File: src/hw/rtl/grfs_pkg.sv
// ----------------------------------------------------------------------------
// grfs_pkg
// Shared types, codes and constants of the occupancy grid ray update unit.
// ----------------------------------------------------------------------------
package grfs_pkg;

	// grid geometry default, column and row bits
	localparam int COORD_BITS_DEF = 8;

	// field widths
	localparam int FIELD_W = 8;
	localparam int CELL_W  = 8;
	localparam int STEP_W  = 7;
	localparam int CNT_W   = 8;
	localparam int CFG_W   = 8;

	// distance from a bound inside which the step is halved
	localparam int NEAR_BOUND = 10;

	typedef logic signed [CELL_W-1:0] cell_val_t;
	typedef logic [STEP_W-1:0]        step_t;

	typedef enum logic [1:0] {
		OP_RAY  = 2'd0,
		OP_READ = 2'd1,
		OP_MARK = 2'd2
	} op_t;

	typedef enum logic [1:0] {
		REG_FREE_STEP     = 2'd0,
		REG_OCCUPIED_STEP = 2'd1,
		REG_CELL_FLOOR    = 2'd2,
		REG_CELL_CEILING  = 2'd3
	} cfg_reg_t;

	typedef struct packed {
		logic [1:0]         operation;
		logic [FIELD_W-1:0] start_x;
		logic [FIELD_W-1:0] start_y;
		logic [FIELD_W-1:0] end_x;
		logic [FIELD_W-1:0] end_y;
	} cmd_t;

	typedef struct packed {
		logic [CNT_W-1:0] cells_updated;
		cell_val_t        cell_value;
	} rsp_t;

	// top level sequencer
	typedef enum logic [2:0] {
		ST_CLEAR,
		ST_IDLE,
		ST_WALK,
		ST_POINT,
		ST_POINT_WAIT,
		ST_DONE
	} seq_state_t;

	// line walker sequencer
	typedef enum logic [1:0] {
		W_IDLE,
		W_ABS,
		W_INIT,
		W_RUN
	} walk_state_t;

	// walker status toward the sequencer
	typedef struct packed {
		logic busy;
		logic cell_vld;
	} walk_stat_t;

endpackage

File: src/hw/rtl/grfs_cell_alu.sv
// ----------------------------------------------------------------------------
// grfs_cell_alu
// Shared saturating cell update: raise by the free step or drop by the
// occupied step, halving the step near the bound the cell moves away from.
// ----------------------------------------------------------------------------
module grfs_cell_alu
	import grfs_pkg::*;
(
	input  cell_val_t cur,
	input  logic      drop,
	input  step_t     free_step,
	input  step_t     occupied_step,
	input  cell_val_t cell_floor,
	input  step_t     cell_ceiling,
	output cell_val_t upd
);

	localparam logic signed [9:0] NB = 10'(NEAR_BOUND);

	step_t             step;
	logic signed [9:0] v_w;
	logic signed [9:0] fl_w;
	logic signed [9:0] ce_w;
	logic signed [9:0] s_w;
	logic signed [9:0] hs_w;
	logic signed [9:0] t_w;
	logic signed [9:0] n_w;

	always_comb begin
		step = drop ? occupied_step : free_step;
		v_w  = $signed({{2{cur[CELL_W-1]}}, cur});
		fl_w = $signed({{2{cell_floor[CELL_W-1]}}, cell_floor});
		ce_w = $signed({3'b000, cell_ceiling});
		s_w  = $signed({3'b000, step});
		// half step, never below one
		hs_w = (step[STEP_W-1:1] == '0) ? 10'sd1 : $signed({4'b0000, step[STEP_W-1:1]});
		t_w  = '0;
		if (!drop) begin
			if (v_w < fl_w + NB) begin
				t_w = v_w + hs_w;
				n_w = (t_w > ce_w) ? ce_w : t_w;
			end else if (v_w <= ce_w - s_w) begin
				n_w = v_w + s_w;
			end else begin
				n_w = ce_w;
			end
		end else begin
			if (v_w > ce_w - NB) begin
				t_w = v_w - hs_w;
				n_w = (t_w < fl_w) ? fl_w : t_w;
			end else if (v_w >= fl_w + s_w) begin
				n_w = v_w - s_w;
			end else begin
				n_w = fl_w;
			end
		end
		upd = n_w[CELL_W-1:0];
	end

endmodule

File: config.mk
export PLATFORM = sky130hd
export DESIGN_NAME = grfs_cell_alu
export DESIGN_NICKNAME = d
export VERILOG_FILES = /design/src/hw/rtl/grfs_pkg.sv /design/src/hw/rtl/grfs_cell_alu.sv
export SDC_FILE = /design/constraint.sdc
export NUM_CORES = 1
export LEC_CHECK = 0
export BUFFER_PORTS_ARGS = -buffer_cell sky130_fd_sc_hd__buf_2
export CELL_PAD_IN_SITES_DETAIL_PLACEMENT = 1
export CELL_PAD_IN_SITES_GLOBAL_PLACEMENT = 1
export CORE_UTILIZATION = 30
export DETAILED_ROUTE_END_ITERATION = 12
export PLACE_DENSITY_LB_ADDON = 0.2
export SLEW_MARGIN = 20
export SYNTH_ARGS = -nofsm -noshare
export SYNTH_HDL_FRONTEND = slang
export SYNTH_SLANG_ARGS = --single-unit
File: constraint.sdc
create_clock -name vclk -period 13.75
set_input_delay 2.75 -clock vclk [all_inputs]
set_output_delay 2.75 -clock vclk [all_outputs]
set_load 0.03 [all_outputs]
==> results of run 1 <==
## power by group through the flow
stage	sequential, mW	combinational [mW]	clock, mW
6_report	0	0.271	0
5_1_grt	0	0.301	0
4_1_cts	0	0.272	0
3_5_place_dp	0	0.270	0
3_3_place_gp	0	0.264	0
2_1_floorplan	0	0.192	0
## cell usage in the layout (no fill, tap or decap), types with 2 or more instances in the layout
master	count
ha_1	93
inv_1	58
buf_2	46
a21oi_1	37
xnor2_1	29
o21ai_0	28
nor2_1	24
mux2i_1	17
nand2_1	16
nand3_1	16
a21o_1	11
nor3_1	10
o21a_1	9
xor2_1	9
a221oi_1	8
nor2b_1	8
nand2b_1	8
o21bai_1	6
nand4_1	6
fa_1	6
a211oi_1	5
o211ai_1	4
a22oi_1	3
a21boi_0	3
a211o_1	3
o31a_1	3
a2bb2oi_1	3
nor4_1	3
o2bb2ai_1	2
a32o_1	2
o22ai_1	2
a31oi_1	2
o31ai_1	2
and3_1	2
## logic make-up after synthesis
| kind of cell | after synthesis |
|---|---|
| muxes | 19 |
| xor gates and xnor gates | 38 |
| AOI/OAI and AO/OA | 145 |
| and+or+nand+nor | 97 |
| buffers and inverters | 67 |
| adders and majority gates | 99 |
## cell type report
class | count | area, µm²
Timing Repair Buffer | 47 | 238
Tap cell | 143 | 179
Inverter | 58 | 218
Fill cell | 1441 | 7550
Multi-Input combinational cell | 398 | 3280
## routing by layer
metal | share of wire [%] | wire length [µm] | vias up
li1 | - | - | 1780
met1 | 48 | 5960 | 1733
met2 | 48 | 6000 | 63
met3 | 3.0 | 379 | 10
met4 | 1.6 | 198 | 0
met5 | 0 | 0 | -
## path summary, 6_finish.rpt
path,from,to,slack [ps],cells past startpoint
max,drop,upd[5],2540,20
min,cell_floor[4],upd[4],5980,4
## worst min-delay path: cells and delay by family
family | cells | cell delay [ps]
buffers and inverters | 2 | 330
and+or+nand+nor | 1 | 70
AOI/OAI and AO/OA | 1 | 70
==> run_results.csv, run 1 <==
group,metric,value,unit
final_layout,layoutNonFillerInstCount,646,
power,combPwrFrac,100.0,%
final_layout,seq_cell_count,0,
synth,synth_top_area_share,32.9,%
final_layout,fin_area,0.00392,mm²
power,cellInternalPower,107,µW
synth,synth-compound-area-share,27.9,%
sta,drv_slew,0,
synth,yosysMostFrequentCell,"ha_1",
power,net-switching-power,164,µW
synth,synth_top_family_by_area,"adder cells",
power,pwr-share-seq,0,%
placed_design,gp_congestion,0.851,
run_status,status,"complete, no violations",
global_routing,overflow,0,
final_layout,final_core_util,34.2,%
synth,syn_inst,465,
global_routing,use_met1,27.3,%
clock_tree,cts_resized,0,
synth,synth_warnings,0,
critical_path,crit_buf_inv,3,
drt,via_per_inst,5.55,
drt,drc,0,
synth,synth_fa_ha_area_share,36.3,%
power,leakagePower,1.97,nW
synth,ys_types,54,
drt,drt-pass1-iter-count,4,
placed_design,hpwl,10500,µm
die,rows,39,
sta,period_needed,11210,ps
sta,tightestPinTransition,965,ps
final_layout,final_layout_size_suffix_gt1_share,10.5,%
critical_path,path_cells,"buf_2, mux2i_1, nand4_1, o21ai_0, ha_1, inv_1, fa_1, a21o_1, a21oi_1, o21bai_1, a21oi_1, xnor2_1, ha_1, nor4b_1, o21ai_0, o22ai_1, mux2_4, a221oi_1, a211oi_1, buf_2",
sta,fmaxAchievable,89.2,MHz
power,switching_share,60.6,%
global_routing,grt_pass1_wl,20100,µm
critical_path,critPathMaxStageDelay,880,ps
synth,syn-num-nets,602,
synth,synthTopCellsByCount,"ha_1 (93), inv_1 (58), a21oi_1 (37)",
die,fp.dieW,111,µm
critical_path,path_class,"input port to output port",
drt,vias,3586,
final_layout,diodes,0,
global_routing,grt_use_met2,37.2,%
placed_design,place_ws,2630,ps
synth,ys_seq_area_share,0,%
die,io_pins,46,
final_layout,nNetsFinal,642,
die,die-area,0.0122,mm²
sta,relSlewSlack,33.9,%
drt,ant_nets,0,
synth,synthSimpleGateAreaFrac,13.7,%
clock_tree,cts_setup_buffers,0,
synth,synthMuxAreaShare,5.55,%
die,start_util,30.8,%
sta,timing.final.crit_share,81.5,%
global_routing,grt_use_met3,0.823,%
power,ir_drop,0.0272,mV
placed_design,dp.cells,646,
clock_tree,cts_hold_buf,0,
die,core-area,0.0115,mm²
sta,setup_ws,2540,ps
placed_design,port_buffers,46,
critical_path,worst_path_max_delay_cell,"mux2i_1",
synth,postSynthAreaPerCell,7.61,µm²
drt,wl,12500,µm
global_routing,grt_max_degree,27,
power,design_power_total,271,µW
global_routing,top_usage_layer,"met2",
run,drv_cap,0,
critical_path,critPathLaunchType,"input port",
synth,netlist_top_cells_area,"ha_1 (33%), xnor2_1 (7.2%), inv_1 (6.2%), a21oi_1 (5.2%), mux2i_1 (4.8%)",
sta,setup_viol,0,
final_layout,seq_area,0,µm²
sta,final_hold_viol_count,0,
drt,wl_per_cell,19.4,µm
drt,drt-initial-drc-count,138,
global_routing,antenna_found_initial,0,
sta,rsz0062_at_grt,"no",
global_routing,grt_pass1_vias,3793,
hold_path,hold_class,"input port to output port",
critical_path,cp.arrival,8460,ps
synth,synth_area,0.00354,mm²
critical_path,path_max_fanout,26,
critical_path,cp-end-kind,"output port",
power,clockPowerShare,0,%
sta,setup_tns,0,ps
critical_path,path_delay_family,"compound AO/OA/AOI/OAI gates",
synth,yosys.area.top_type,"ha_1",
synth,synthXorXnorAreaFrac,9.41,%
final_layout,nClkBuffers,0,
die,die_h,111,µm
critical_path,cp_data_required_time,11000,ps
global_routing,track_usage,20.5,%
power,p_per_area,69.1,mW/mm²
sta,holdWs,5980,ps
final_layout,area_delta_synth_final,10.8,%
placed_design,placed_area,0.00392,mm²
(Power assumes the default switching activity.)
==> run 2, diff against run 1 <==
==> constraint.sdc (replaced) <==
create_clock -name vclk -period 9.05
set_input_delay 1.81 -clock vclk [all_inputs]
set_output_delay 1.81 -clock vclk [all_outputs]
set_load 0.03 [all_outputs]
==> run_results.csv, run 2 (synthesis gave the netlist of run 1 again) <==
group,metric,value,unit
critical_path,cp.arrival,6660,ps
clock_tree,cts_setup_buffers,0,
hold_path,hold_start,"cell_floor[4]",
sta,drv_slew,0,
sta,setup_tns,0,ps
sta,setup_viol,0,
global_routing,grt_max_degree,26,
power,ir_drop,0.0384,mV
final_layout,seq_area,0,µm²
sta,relSlewSlack,32.9,%
final_layout,area_delta_synth_final,12.2,%
placed_design,dp.cells,652,
die,fp.dieW,111,µm
hold_path,whs_endpoint,"upd[4]",
final_layout,diodes,0,
sta,tightestPinTransition,978,ps
final_layout,n_fill_cell,1433,
die,die_h,111,µm
drt,via_per_inst,5.54,
clock_tree,cts_hold_buf,0,
sta,period_needed,8470,ps
power,p_per_area,106,mW/mm²
final_layout,fin_area,0.00397,mm²
die,start_util,30.8,%
drt,drt-initial-drc-count,181,
placed_design,place_ws,516,ps
run_status,status,"complete, no violations",
global_routing,overflow,0,
die,io_pins,46,
final_layout,final_layout_size_suffix_gt1_share,11.8,%
final_layout,seq_cell_count,0,
global_routing,grt_pass1_wl,21400,µm
critical_path,cp_data_required_time,7240,ps
placed_design,hpwl,11100,µm
sta,holdWs,4090,ps
sta,setup_ws,576,ps
power,design_power_total,421,µW
hold_path,hold_class,"input port to output port",
global_routing,track_usage,22.0,%
die,die-area,0.0122,mm²
drt,drt-pass1-iter-count,4,
final_layout,nClkBuffers,0,
sta,fmaxAchievable,118,MHz
global_routing,grt_pass1_vias,3873,
placed_design,gp_congestion,0.848,
placed_design,port_buffers,46,
final_layout,nNetsFinal,648,
final_layout,layoutNonFillerInstCount,652,
sta,rsz0062_at_grt,"no",
power,leakagePower,2.00,nW
drt,ant_nets,0,
drt,vias,3615,
clock_tree,cts_resized,0,
final_layout,layout_commonest_cell,"ha_1",
global_routing,antenna_found_initial,0,
placed_design,placed_area,0.00396,mm²
critical_path,path_max_fanout,25,
die,rows,39,
run,drv_cap,0,
final_layout,final_cell_mix,"ha_1 (93), inv_1 (58), buf_2 (46)",
sta,timing.final.crit_share,93.6,%
drt,wl_per_cell,20.4,µm
critical_path,cp-end-kind,"output port",
hold_path,whs_path_depth,4,
critical_path,path_class,"input port to output port",
die,core-area,0.0115,mm²
sta,final_hold_viol_count,0,
drt,drc,0,
final_layout,final_core_util,34.6,%
drt,wl,13300,µm
critical_path,critPathLaunchType,"input port",
-- run 2: worst max-delay path by stage --
| stage | slack (ps) | cells after the start | startpoint | to |
|---|---|---|---|---|
| global route | 60 | 21 | drop | upd[5] |
| finish | 580 | 21 | drop | upd[5] |
| detailed placement | 520 | 21 | drop | upd[5] |
| floorplan | 690 | 18 | drop | upd[5] |
| CTS | 500 | 21 | drop | upd[5] |
| global placement | 760 | 18 | occupied_step[1] | upd[2] |
-- run 2: layout make-up --
class / instances / area [µm²] / share of cell area, %
inverters: 58 / 218 / 5.49
multi-input cells: 398 / 3290 / 82.9
well taps: 143 / 179 / 4.51
repair buffers: 53 / 283 / 7.12
-- run 2: report_power, final --
group,leakage (nW),total (mW),switching [mW],internal (mW)
Sequential,0,0,0,0
Clock,0,0,0,0
Combinational,2.00,0.421,0.255,0.166
-- run 2: critical path: stages --
cell and delay [ps]:
buf_2 100, buf_4 330, mux2i_1 450, nand4_1 150, o21ai_0 260, ha_1 230
inv_1 60, fa_1 400, a21o_1 170, a21oi_1 220, o21bai_1 90, a21oi_1 230
xnor2_1 140, ha_1 200, nor4b_1 260, o21ai_0 180, o22ai_2 330, mux2_4 270
a221oi_1 100, a211oi_1 410, buf_2 270
-- run 2: routing by layer --
| layer | vias up | track usage (%) | routed length [µm] |
|---|---|---|---|
| met4 | 0 | 1.51 | 91 |
| met2 | 69 | 39.5 | 6370 |
| li1 | 1786 | - | - |
| met3 | 6 | 0.549 | 589 |
| met1 | 1754 | 30.4 | 6250 |
| met5 | - | 0 | 0 |
