## config.mk

```make
export PLATFORM = sky130hd
export DESIGN_NAME = grfs_line_walker
export DESIGN_NICKNAME = d
export VERILOG_FILES = /design/src/hw/rtl/grfs_pkg.sv /design/src/hw/rtl/grfs_line_walker.sv
export SDC_FILE = /design/constraint.sdc
export NUM_CORES = 1
export LEC_CHECK = 0
export BUFFER_PORTS_ARGS = -buffer_cell sky130_fd_sc_hd__buf_2
export CAP_MARGIN = 20
export CELL_PAD_IN_SITES_DETAIL_PLACEMENT = 0
export CELL_PAD_IN_SITES_GLOBAL_PLACEMENT = 2
export CORE_ASPECT_RATIO = 1.4
export CORE_MARGIN = 4
export CORE_UTILIZATION = 43
export DETAILED_ROUTE_END_ITERATION = 8
export PLACE_DENSITY_LB_ADDON = 0.1
export SLEW_MARGIN = 30
export SYNTH_ARGS = -nofsm -noshare
export SYNTH_HDL_FRONTEND = slang
export SYNTH_SLANG_ARGS = --single-unit
```

## constraint.sdc

```tcl
create_clock -name clk -period 13.4 [get_ports clk]
set_clock_uncertainty 0.2 [all_clocks]
set_input_delay 0.67 -clock clk [delete_from_list [all_inputs] [get_ports clk]]
set_output_delay 0.67 -clock clk [all_outputs]
set_load 0.03 [all_outputs]
```

## src/hw/rtl/grfs_pkg.sv

```systemverilog
// ----------------------------------------------------------------------------
// grfs_pkg
// Shared types, codes and constants of the occupancy grid ray update unit.
// ----------------------------------------------------------------------------
package grfs_pkg;

	// grid geometry default, column and row bits
	localparam int COORD_BITS_DEF = 8;

	// field widths
	localparam int FIELD_W = 8;
	localparam int CELL_W  = 8;
	localparam int STEP_W  = 7;
	localparam int CNT_W   = 8;
	localparam int CFG_W   = 8;

	// distance from a bound inside which the step is halved
	localparam int NEAR_BOUND = 10;

	typedef logic signed [CELL_W-1:0] cell_val_t;
	typedef logic [STEP_W-1:0]        step_t;

	typedef enum logic [1:0] {
		OP_RAY  = 2'd0,
		OP_READ = 2'd1,
		OP_MARK = 2'd2
	} op_t;

	typedef enum logic [1:0] {
		REG_FREE_STEP     = 2'd0,
		REG_OCCUPIED_STEP = 2'd1,
		REG_CELL_FLOOR    = 2'd2,
		REG_CELL_CEILING  = 2'd3
	} cfg_reg_t;

	typedef struct packed {
		logic [1:0]         operation;
		logic [FIELD_W-1:0] start_x;
		logic [FIELD_W-1:0] start_y;
		logic [FIELD_W-1:0] end_x;
		logic [FIELD_W-1:0] end_y;
	} cmd_t;

	typedef struct packed {
		logic [CNT_W-1:0] cells_updated;
		cell_val_t        cell_value;
	} rsp_t;

	// top level sequencer
	typedef enum logic [2:0] {
		ST_CLEAR,
		ST_IDLE,
		ST_WALK,
		ST_POINT,
		ST_POINT_WAIT,
		ST_DONE
	} seq_state_t;

	// line walker sequencer
	typedef enum logic [1:0] {
		W_IDLE,
		W_ABS,
		W_INIT,
		W_RUN
	} walk_state_t;

	// walker status toward the sequencer
	typedef struct packed {
		logic busy;
		logic cell_vld;
	} walk_stat_t;

endpackage

```

## src/hw/rtl/grfs_line_walker.sv

```systemverilog
// ----------------------------------------------------------------------------
// grfs_line_walker
// Integer line stepper: after W_ABS and W_INIT setup it emits one grid address
// per clock along the major axis, stopping before the end column or row.
// ----------------------------------------------------------------------------
module grfs_line_walker
	import grfs_pkg::*;
#(
	parameter int COORD_BITS = COORD_BITS_DEF,
	localparam int AW = 2 * COORD_BITS,
	localparam int DW = COORD_BITS + 3
) (
	input  logic          clk,
	input  logic          arst_n,
	input  logic          start,
	input  cmd_t          cmd,
	output walk_stat_t    stat,
	output logic [AW-1:0] cell_addr
);

	walk_state_t state_q, state_d;

	logic [COORD_BITS-1:0] x1_q, y1_q, x2_q, y2_q;
	logic [COORD_BITS-1:0] dx_q, dy_q;
	logic                  x_up_q, y_up_q;
	logic                  steep_q, maj_up_q, min_up_q;
	logic [COORD_BITS-1:0] ma_q, mi_q, end_q;
	logic signed [DW-1:0]  d_q, inc_a_q, inc_b_q;
	logic                  cell_vld_q;
	logic [AW-1:0]         cell_addr_q;

	logic                  steep;
	logic [COORD_BITS-1:0] dmaj, dmin, mi_n;

	always_ff @(posedge clk or negedge arst_n) begin
		if (!arst_n) begin
			state_q <= W_IDLE;
		end else begin
			state_q <= state_d;
		end
	end

	always_comb begin
		state_d = state_q;
		unique case (state_q)
			W_IDLE: begin
				if (start) begin
					state_d = W_ABS;
				end
			end
			W_ABS:  state_d = W_INIT;
			W_INIT: state_d = W_RUN;
			W_RUN: begin
				if (ma_q == end_q) begin
					state_d = W_IDLE;
				end
			end
			default: state_d = W_IDLE;
		endcase
	end

	always_comb begin
		steep = dx_q < dy_q;
		dmaj  = steep ? dy_q : dx_q;
		dmin  = steep ? dx_q : dy_q;
		if (d_q[DW-1]) begin
			mi_n = mi_q;
		end else begin
			mi_n = min_up_q ? mi_q + 1'b1 : mi_q - 1'b1;
		end
	end

	always_ff @(posedge clk or negedge arst_n) begin
		if (!arst_n) begin
			cell_vld_q <= 1'b0;
		end else begin
			cell_vld_q <= (state_q == W_RUN) && (ma_q != end_q);
		end
	end

	always_ff @(posedge clk) begin
		unique case (state_q)
			W_IDLE: begin
				x1_q <= COORD_BITS'(cmd.start_x);
				y1_q <= COORD_BITS'(cmd.start_y);
				x2_q <= COORD_BITS'(cmd.end_x);
				y2_q <= COORD_BITS'(cmd.end_y);
			end
			W_ABS: begin
				dx_q   <= (x2_q > x1_q) ? x2_q - x1_q : x1_q - x2_q;
				dy_q   <= (y2_q > y1_q) ? y2_q - y1_q : y1_q - y2_q;
				x_up_q <= x2_q > x1_q;
				y_up_q <= y2_q > y1_q;
			end
			W_INIT: begin
				steep_q  <= steep;
				ma_q     <= steep ? y1_q : x1_q;
				mi_q     <= steep ? x1_q : y1_q;
				end_q    <= steep ? y2_q : x2_q;
				maj_up_q <= steep ? y_up_q : x_up_q;
				min_up_q <= steep ? x_up_q : y_up_q;
				d_q      <= $signed({2'b00, dmin, 1'b0}) - $signed({3'b000, dmaj});
				inc_a_q  <= $signed({2'b00, dmin, 1'b0});
				inc_b_q  <= $signed({2'b00, dmin, 1'b0}) - $signed({2'b00, dmaj, 1'b0});
			end
			W_RUN: begin
				if (ma_q != end_q) begin
					// minor axis decision first, then the visit, then the major step
					d_q         <= d_q[DW-1] ? d_q + inc_a_q : d_q + inc_b_q;
					mi_q        <= mi_n;
					cell_addr_q <= steep_q ? {ma_q, mi_n} : {mi_n, ma_q};
					ma_q        <= maj_up_q ? ma_q + 1'b1 : ma_q - 1'b1;
				end
			end
			default: begin
			end
		endcase
	end

	assign stat.busy     = state_q != W_IDLE;
	assign stat.cell_vld = cell_vld_q;
	assign cell_addr     = cell_addr_q;

endmodule

```

==> summary.txt, run 1 <==
===============================================================================================
Post-synth top area cell ......................................................... sky130_fd_sc_hd__edfxtp_1
Count of unique library cells instantiated by Yosys ..............................           69
Drt initial violations ...........................................................          346
Post-cts gate resize count .......................................................            0
Placed instance area .............................................................  0.00858 mm2
Post-CTS Repair Setup Buffers ....................................................            0
Global-route wire length before repair ...........................................     31200 um
Achievable frequency .............................................................      204 MHz
Number of flops mapped to enable cells by yosys ..................................          120
Static Leakage ...................................................................      3.85 nW
Largest fanout of any net on the critical path ...................................           50
Transition time at the pin with the least slew margin ............................       913 ps
Number of CTS-inserted buffers ...................................................           17
Chip Height ......................................................................       170 um
Largest cells by area after synthesis ............................................ sky130_fd_sc_hd__edfxtp_1, sky130_fd_sc_hd__ha_1, sky130_fd_sc_hd__a21oi_1
CTS HTree Levels .................................................................            4
Ranking of synthesized cells by instance count ................................... sky130_fd_sc_hd__edfxtp_1, sky130_fd_sc_hd__inv_1, sky130_fd_sc_hd__a21oi_1, sky130_fd_sc_hd__ha_1, sky130_fd_sc_hd__nor2_1
Mapped Nets ......................................................................          902
Final-report hold violation count ................................................            0
CTS Buffer Depth .................................................................            2
Data arrival, critical path ......................................................      4870 ps
Port bufs ........................................................................           52
Number of vias per cell ..........................................................         5.38
Vias in the first global route ...................................................         6006
Setup TNS Final ..................................................................         0 ps
Outcome ..........................................................................    completed
Number of nets in the final layout ...............................................          955
Dominant cell by count in the synthesized netlist ................................ sky130_fd_sc_hd__edfxtp_1
Final worst hold slack ...........................................................       216 ps
Detailed placer's ending HPWL ....................................................     15500 um
Die Width ........................................................................       124 um
Post-Syn Instances ...............................................................          786
Share of the yosys chip area belonging to registers ..............................        45.6%
Initial antenna violation count ..................................................            0
Hold Path Class .................................................................. primary input to register
Post-DR wirelength/cell ..........................................................      18.1 um
CTS Sinks ........................................................................          123
Number of antenna repair diodes ..................................................            0
Final number of max-transition violations ........................................            0
Starting density of the core .....................................................        43.5%
Total instance count after detailed placement ....................................         1063
Total die area ...................................................................   0.0210 mm2
Root Driver ...................................................................... sky130_fd_sc_hd__clkbuf_16
Cell Count, Final, Fillers Out ...................................................         1096
Clock tree from TritonCTS ........................................................         done
Final Util .......................................................................        49.7%
Number of max-cap violations .....................................................            0
Worst setup SP type ..............................................................     register
Unrepaired setup endpoints after global routing ..................................        false
I/O pin cnt ......................................................................           55
FILL cells .......................................................................         1710
Syn avg cell area ................................................................     10.3 um2
Global Route Usage Sum ...........................................................        19.7%
Synth top area share .............................................................        44.7%
Post-detailed-route DRC marker count .............................................            0
Wirelength, routed ...............................................................     19800 um
Fin area .........................................................................  0.00920 mm2
#FFs+latches synth ...............................................................          123
Post-layout min period ...........................................................      4910 ps
Share of synthesized registers carrying an async set or reset ....................        2.44%
Final Setup Violations ...........................................................            0
Std cell rows ....................................................................           59
Capturing element type of the critical path ......................................     register
Number of nets still failing antenna checks after routing ........................            0
Final cycle utilization of the critical path .....................................        36.7%
Fraction of final layout cells sized beyond drive strength 1 .....................        14.1%
Worst EP required ................................................................     13350 ps
Weighted congestion reported at the end of routability-driven placement ..........        0.900
Placeable core area ..............................................................   0.0185 mm2
Most used flip-flop cell after synthesis ......................................... sky130_fd_sc_hd__edfxtp_1
Largest net degree at the start of global routing ................................           53
Worst supply voltage drop on vdd .................................................    0.0644 mV
Post-Synthesis Cell Area .........................................................  0.00807 mm2
Clk_lat worst skew ...............................................................       430 ps
Area delta synth->final ..........................................................        14.1%
Global-route congestion overflow total ...........................................            0
Clock input transition at the sequential cells of the worst setup and hold paths .        60 ps
Total number of vias .............................................................         5891
Yosys warns ......................................................................            0
Critical path class .............................................................. register to register
Slew Limit Headroom ..............................................................        39.1%
Pwr per Cell Area ................................................................  97.7 mW/mm2
Length of the first detailed-routing pass in iterations ..........................            5
===============================================================================================
-- final cells by class --
| type | instances | area (um2) | share of cell area (%) |
|---|---|---|---|
| multi-input cells | 555 | 3970 | 43.2 |
| flip-flops and latches | 123 | 3680 | 40.0 |
| clock buffers | 17 | 425 | 4.62 |
| repair buffers | 60 | 323 | 3.51 |
| inverters | 82 | 308 | 3.34 |
| well taps | 244 | 305 | 3.32 |
| clock inverters | 15 | 190 | 2.07 |
-- critical path: stages, from the launching register on --
cell and delay (ps):
sky130_fd_sc_hd__edfxtp_1 430, sky130_fd_sc_hd__ha_1 430, sky130_fd_sc_hd__inv_1 80, sky130_fd_sc_hd__nor3_1 430, sky130_fd_sc_hd__o21ai_1 160, sky130_fd_sc_hd__nand2_1 120, sky130_fd_sc_hd__buf_4 450, sky130_fd_sc_hd__nor2_1 70
sky130_fd_sc_hd__a21oi_1 230, sky130_fd_sc_hd__inv_1 100, sky130_fd_sc_hd__ha_1 330, sky130_fd_sc_hd__o21ai_0 220, sky130_fd_sc_hd__nor3b_1 220, sky130_fd_sc_hd__a211oi_1 80, sky130_fd_sc_hd__nand3_1 130, sky130_fd_sc_hd__o41ai_1 90
sky130_fd_sc_hd__a2111oi_0 530, sky130_fd_sc_hd__xor2_1 220, sky130_fd_sc_hd__o21ai_0 100
-- report_power, final --
group          switching, W  internal, W
clock network      0.000181     0.000296
logic            0.00000131   0.00000357
registers                 0     0.000417
-- metrics by stage --
step                      power (W)  setup slack, ps
after floorplan            0.000425             8950
after global placement     0.000430             8480
after detailed placement   0.000430             8560
after CTS                  0.000909             8510
after global routing       0.000928             7950
final                      0.000899             8490
-- final timing paths --
check	endpoint	from	cells past startpoint	slack (ps)
max reg2reg	d_q[5]	dx_q[5]	18	8490
max in group asynchronous	cell_vld_q	arst_n	2	12520
min reg2reg	maj_up_q	x_up_q	2	350
min in group asynchronous	cell_vld_q	arst_n	2	380
max	d_q[5]	dx_q[5]	18	8490
min	x2_q[5]	cmd[13]	1	220
-- flip-flops by register name, summed over array words and instances, names as in the netlist, 2 cells and up --
signal / flops
cell_addr: 16
d_q: 10
inc_b_q: 9
dx_q: 8
dy_q: 8
end_q: 8
inc_a_q: 8
ma_q: 8
mi_q: 8
x1_q: 8
x2_q: 8
y1_q: 8
y2_q: 8
state_q: 2
-- placed cells by master (no fill, tap or decap), types with 6 or more instances in the layout --
master / count
sky130_fd_sc_hd__clkbuf_16: 17
sky130_fd_sc_hd__a21o_1: 7
sky130_fd_sc_hd__nand2_1: 59
sky130_fd_sc_hd__nor2_1: 62
sky130_fd_sc_hd__o21bai_1: 9
sky130_fd_sc_hd__ha_1: 71
sky130_fd_sc_hd__buf_2: 52
sky130_fd_sc_hd__nand3_1: 14
sky130_fd_sc_hd__nor3_1: 8
sky130_fd_sc_hd__a211oi_1: 16
sky130_fd_sc_hd__a21oi_1: 73
sky130_fd_sc_hd__fa_1: 8
sky130_fd_sc_hd__edfxtp_1: 120
sky130_fd_sc_hd__o21ai_0: 54
sky130_fd_sc_hd__a31oi_1: 11
sky130_fd_sc_hd__mux2_2: 12
sky130_fd_sc_hd__inv_1: 80
sky130_fd_sc_hd__xor2_1: 13
sky130_fd_sc_hd__nor2b_1: 6
sky130_fd_sc_hd__buf_4: 7
sky130_fd_sc_hd__xnor2_1: 38
sky130_fd_sc_hd__mux2i_1: 15
-- cell families after synthesis --
group / share of synthesized area, %
AO/OA/AOI/OAI: 16.6
AND/OR/NAND/NOR: 10.3
flip-flops: 45.6
buffers and inverters: 5.17
adder cells (fa/ha/maj): 13.2
XOR/XNOR: 5.54
multiplexers: 3.54
-- metal layers --
| layer | global-route usage [%] | wire length (um) | vias to the layer above | share of wire [%] |
|---|---|---|---|---|
| met4 | 6.94 | 442 | 0 | 2.2 |
| met3 | 3.69 | 509 | 24 | 2.6 |
| met1 | 23.4 | 8260 | 2832 | 42 |
| met2 | 35.2 | 10600 | 99 | 54 |
| met5 | 0 | 0 | - | 0 |
| li1 | - | - | 2936 | - |
-- timing repair --
item,CTS,global route
endpoints found under the setup margin,0,0
endpoints found under the hold margin,3,0
hold buffers,1,0
Note: power is estimated with default switching activity, not from simulation.
==> run 2, diff against run 1 <==
- CORE_UTILIZATION: 43 -> 36
- clock period: 13.4 -> 4.07 ns (I/O delays scaled with it)
==> run 2 against run 1 <==
Against the previous run:
- die area up 18%
- non-clock buffer count up 59
- final cell count up 10%
- highest routed layer unchanged
==> summary.txt, run 2 (synthesis gave the netlist of run 1 again) <==
===============================================================================================
Outcome ..........................................................................    completed
Largest fanout of any net on the critical path ...................................            8
Number of CTS-inserted buffers ...................................................           17
Post-detailed-route DRC marker count .............................................            0
FILL cells .......................................................................         2102
Die Width ........................................................................       135 um
Achievable frequency .............................................................      266 MHz
Clock share of power .............................................................        50.5%
Global Route Usage Sum ...........................................................        17.8%
Wirelength, routed ...............................................................     21400 um
Slowest cell on crit path ........................................................ sky130_fd_sc_hd__fa_1
Total die area ...................................................................   0.0249 mm2
Worst supply voltage drop on vdd .................................................     0.251 mV
Commonest non-fill, non-tap cell in the layout ................................... sky130_fd_sc_hd__edfxtp_1
Clock input transition at the sequential cells of the worst setup and hold paths .        60 ps
Root Driver ...................................................................... sky130_fd_sc_hd__clkbuf_16
Global-route wire length before repair ...........................................     33800 um
Vias in the first global route ...................................................         6416
Hold Path Class .................................................................. primary input to register
Area delta synth->final ..........................................................        21.7%
Fin area .........................................................................  0.00982 mm2
Critical path class .............................................................. register to register
Largest net degree at the start of global routing ................................           34
CTS Sinks ........................................................................          123
Worst setup SP type ..............................................................     register
Final-report hold violation count ................................................            0
Global-route congestion overflow total ...........................................            0
Sequential fraction of design power ..............................................        48.0%
Number of nets in the final layout ...............................................         1014
Std cell rows ....................................................................           64
Final number of max-transition violations ........................................            0
Internal Power ...................................................................    0.00225 W
Unrepaired setup endpoints after global routing ..................................        false
Post-layout min period ...........................................................      3760 ps
Number of vias per cell ..........................................................         5.04
R2R Path Start ...................................................................      dx_q[5]
Largest stage delay on the critical path .........................................       440 ps
Relative contribution of combinational cells to total power ......................         1.4%
Hold path startpoint .............................................................      cmd[23]
Starting density of the core .....................................................        36.8%
Initial antenna violation count ..................................................            0
Switching power share of the total ...............................................        21.2%
Placed instance area .............................................................  0.00884 mm2
Final cycle utilization of the critical path .....................................        92.5%
Clock tree from TritonCTS ........................................................         done
Detailed placer's ending HPWL ....................................................     16900 um
Final Setup Violations ...........................................................            0
Weighted congestion reported at the end of routability-driven placement ..........        0.880
Buffers plus inverters on the worst setup path ...................................            3
Launching instance or port of the critical path ..................................      dx_q[5]
Total number of vias .............................................................         6083
Placeable core area ..............................................................   0.0219 mm2
Post-DR wirelength/cell ..........................................................      17.7 um
Chip Height ......................................................................       185 um
Power spent charging and discharging nets ........................................   0.000608 W
Number of nets still failing antenna checks after routing ........................            0
Drt initial violations ...........................................................          316
Most frequent cells in the layout ................................................ sky130_fd_sc_hd__edfxtp_1, sky130_fd_sc_hd__inv_1, sky130_fd_sc_hd__a21oi_1
Setup TNS Final ..................................................................         0 ps
Clk_lat worst skew ...............................................................       420 ps
Length of the first detailed-routing pass in iterations ..........................            4
Static Leakage ...................................................................      4.09 nW
Capturing element type of the critical path ......................................     register
CTS Buffer Depth .................................................................            2
Flip-flop count of the largest register, all copies and words added ..............           16
Number of max-cap violations .....................................................            0
Port bufs ........................................................................           52
CTS HTree Levels .................................................................            4
Number of antenna repair diodes ..................................................            0
Family with the most delay on the worst path .....................................  adder cells
Worst EP required ................................................................      4030 ps
Data arrival, critical path ......................................................      3720 ps
Slew Limit Headroom ..............................................................        41.3%
Fraction of final layout cells sized beyond drive strength 1 .....................        17.3%
Transition time at the pin with the least slew margin ............................       881 ps
Worst-case register-to-register setup slack ......................................       310 ps
Pwr per Cell Area ................................................................   291 mW/mm2
Final worst hold slack ...........................................................       280 ps
Critical-path cell list .......................................................... ha_1 -> a21oi_1 -> o21a_1 -> nand2_2 -> buf_6 -> nor2_1 -> a21oi_2 -> buf_4 -> fa_1 -> inv_1 -> a21oi_2 -> maj3_1 -> nand3_1 -> a31o_2 -> a21oi_1 -> xor2_1 -> o21ai_0
I/O pin cnt ......................................................................           55
===============================================================================================
## run 2: final timing paths
path                               to  cells after the start
min in group asynchronous  state_q[1]                      3
hold / removal                y1_q[7]                      2
setup reg to reg               d_q[6]                     17
hold reg to reg              min_up_q                      2
setup / recovery               d_q[6]                     17
max in group asynchronous  cell_vld_q                      3
## run 2: final cells by class
| class | instances | area [um2] | share of cell area, % |
|---|---|---|---|
| timing repair buffer | 119 | 855 | 8.70 |
| tap | 297 | 372 | 3.78 |
| multi-input combinational | 555 | 4040 | 41.1 |
| clock inverter | 15 | 140 | 1.43 |
| clock buffer | 17 | 425 | 4.33 |
| inverter | 82 | 309 | 3.15 |
| sequential | 123 | 3680 | 37.5 |
## run 2: what timing repair did
item                                    CTS  global route
resized for setup                         1            13
hold buffers                             35             0
endpoints found under the hold margin    36             0
endpoints found under the setup margin    1             4
pin swaps                                 0             3
buffers inserted                          0             1
cloned                                    0             0
## run 2: metrics by stage
stage / std cells / power, W / utilization (%) / worst slack (ps)
floorplan: 786 / 0.00140 / - / 4.17
global placement: 1140 / 0.00142 / 40.3 / 131
detailed placement: 1140 / 0.00142 / 40.3 / 15.6
CTS: 1207 / 0.00290 / 44.5 / 48.5
global route: 1208 / 0.00296 / 44.7 / 10.7
finish: 1208 / 0.00286 / 44.7 / 305
## run 2: layer usage
metal | up-vias | track usage (%) | share of wire [%]
li1 | 3066 | - | -
met5 | - | 0 | 0
met2 | 108 | 31.8 | 51
met4 | 0 | 8.35 | 3.4
met3 | 30 | 2.53 | 2.8
met1 | 2879 | 21.0 | 42
## run 2: power by group through the flow
stage | registers, W | clock network (W) | logic, W
final | 0.00137 | 0.00145 | 0.0000413
after global routing | 0.00137 | 0.00154 | 0.0000460
after CTS | 0.00137 | 0.00149 | 0.0000413
after detailed placement | 0.00140 | 0 | 0.0000158
after global placement | 0.00140 | 0 | 0.0000151
after floorplan | 0.00140 | 0 | 0.00000000235
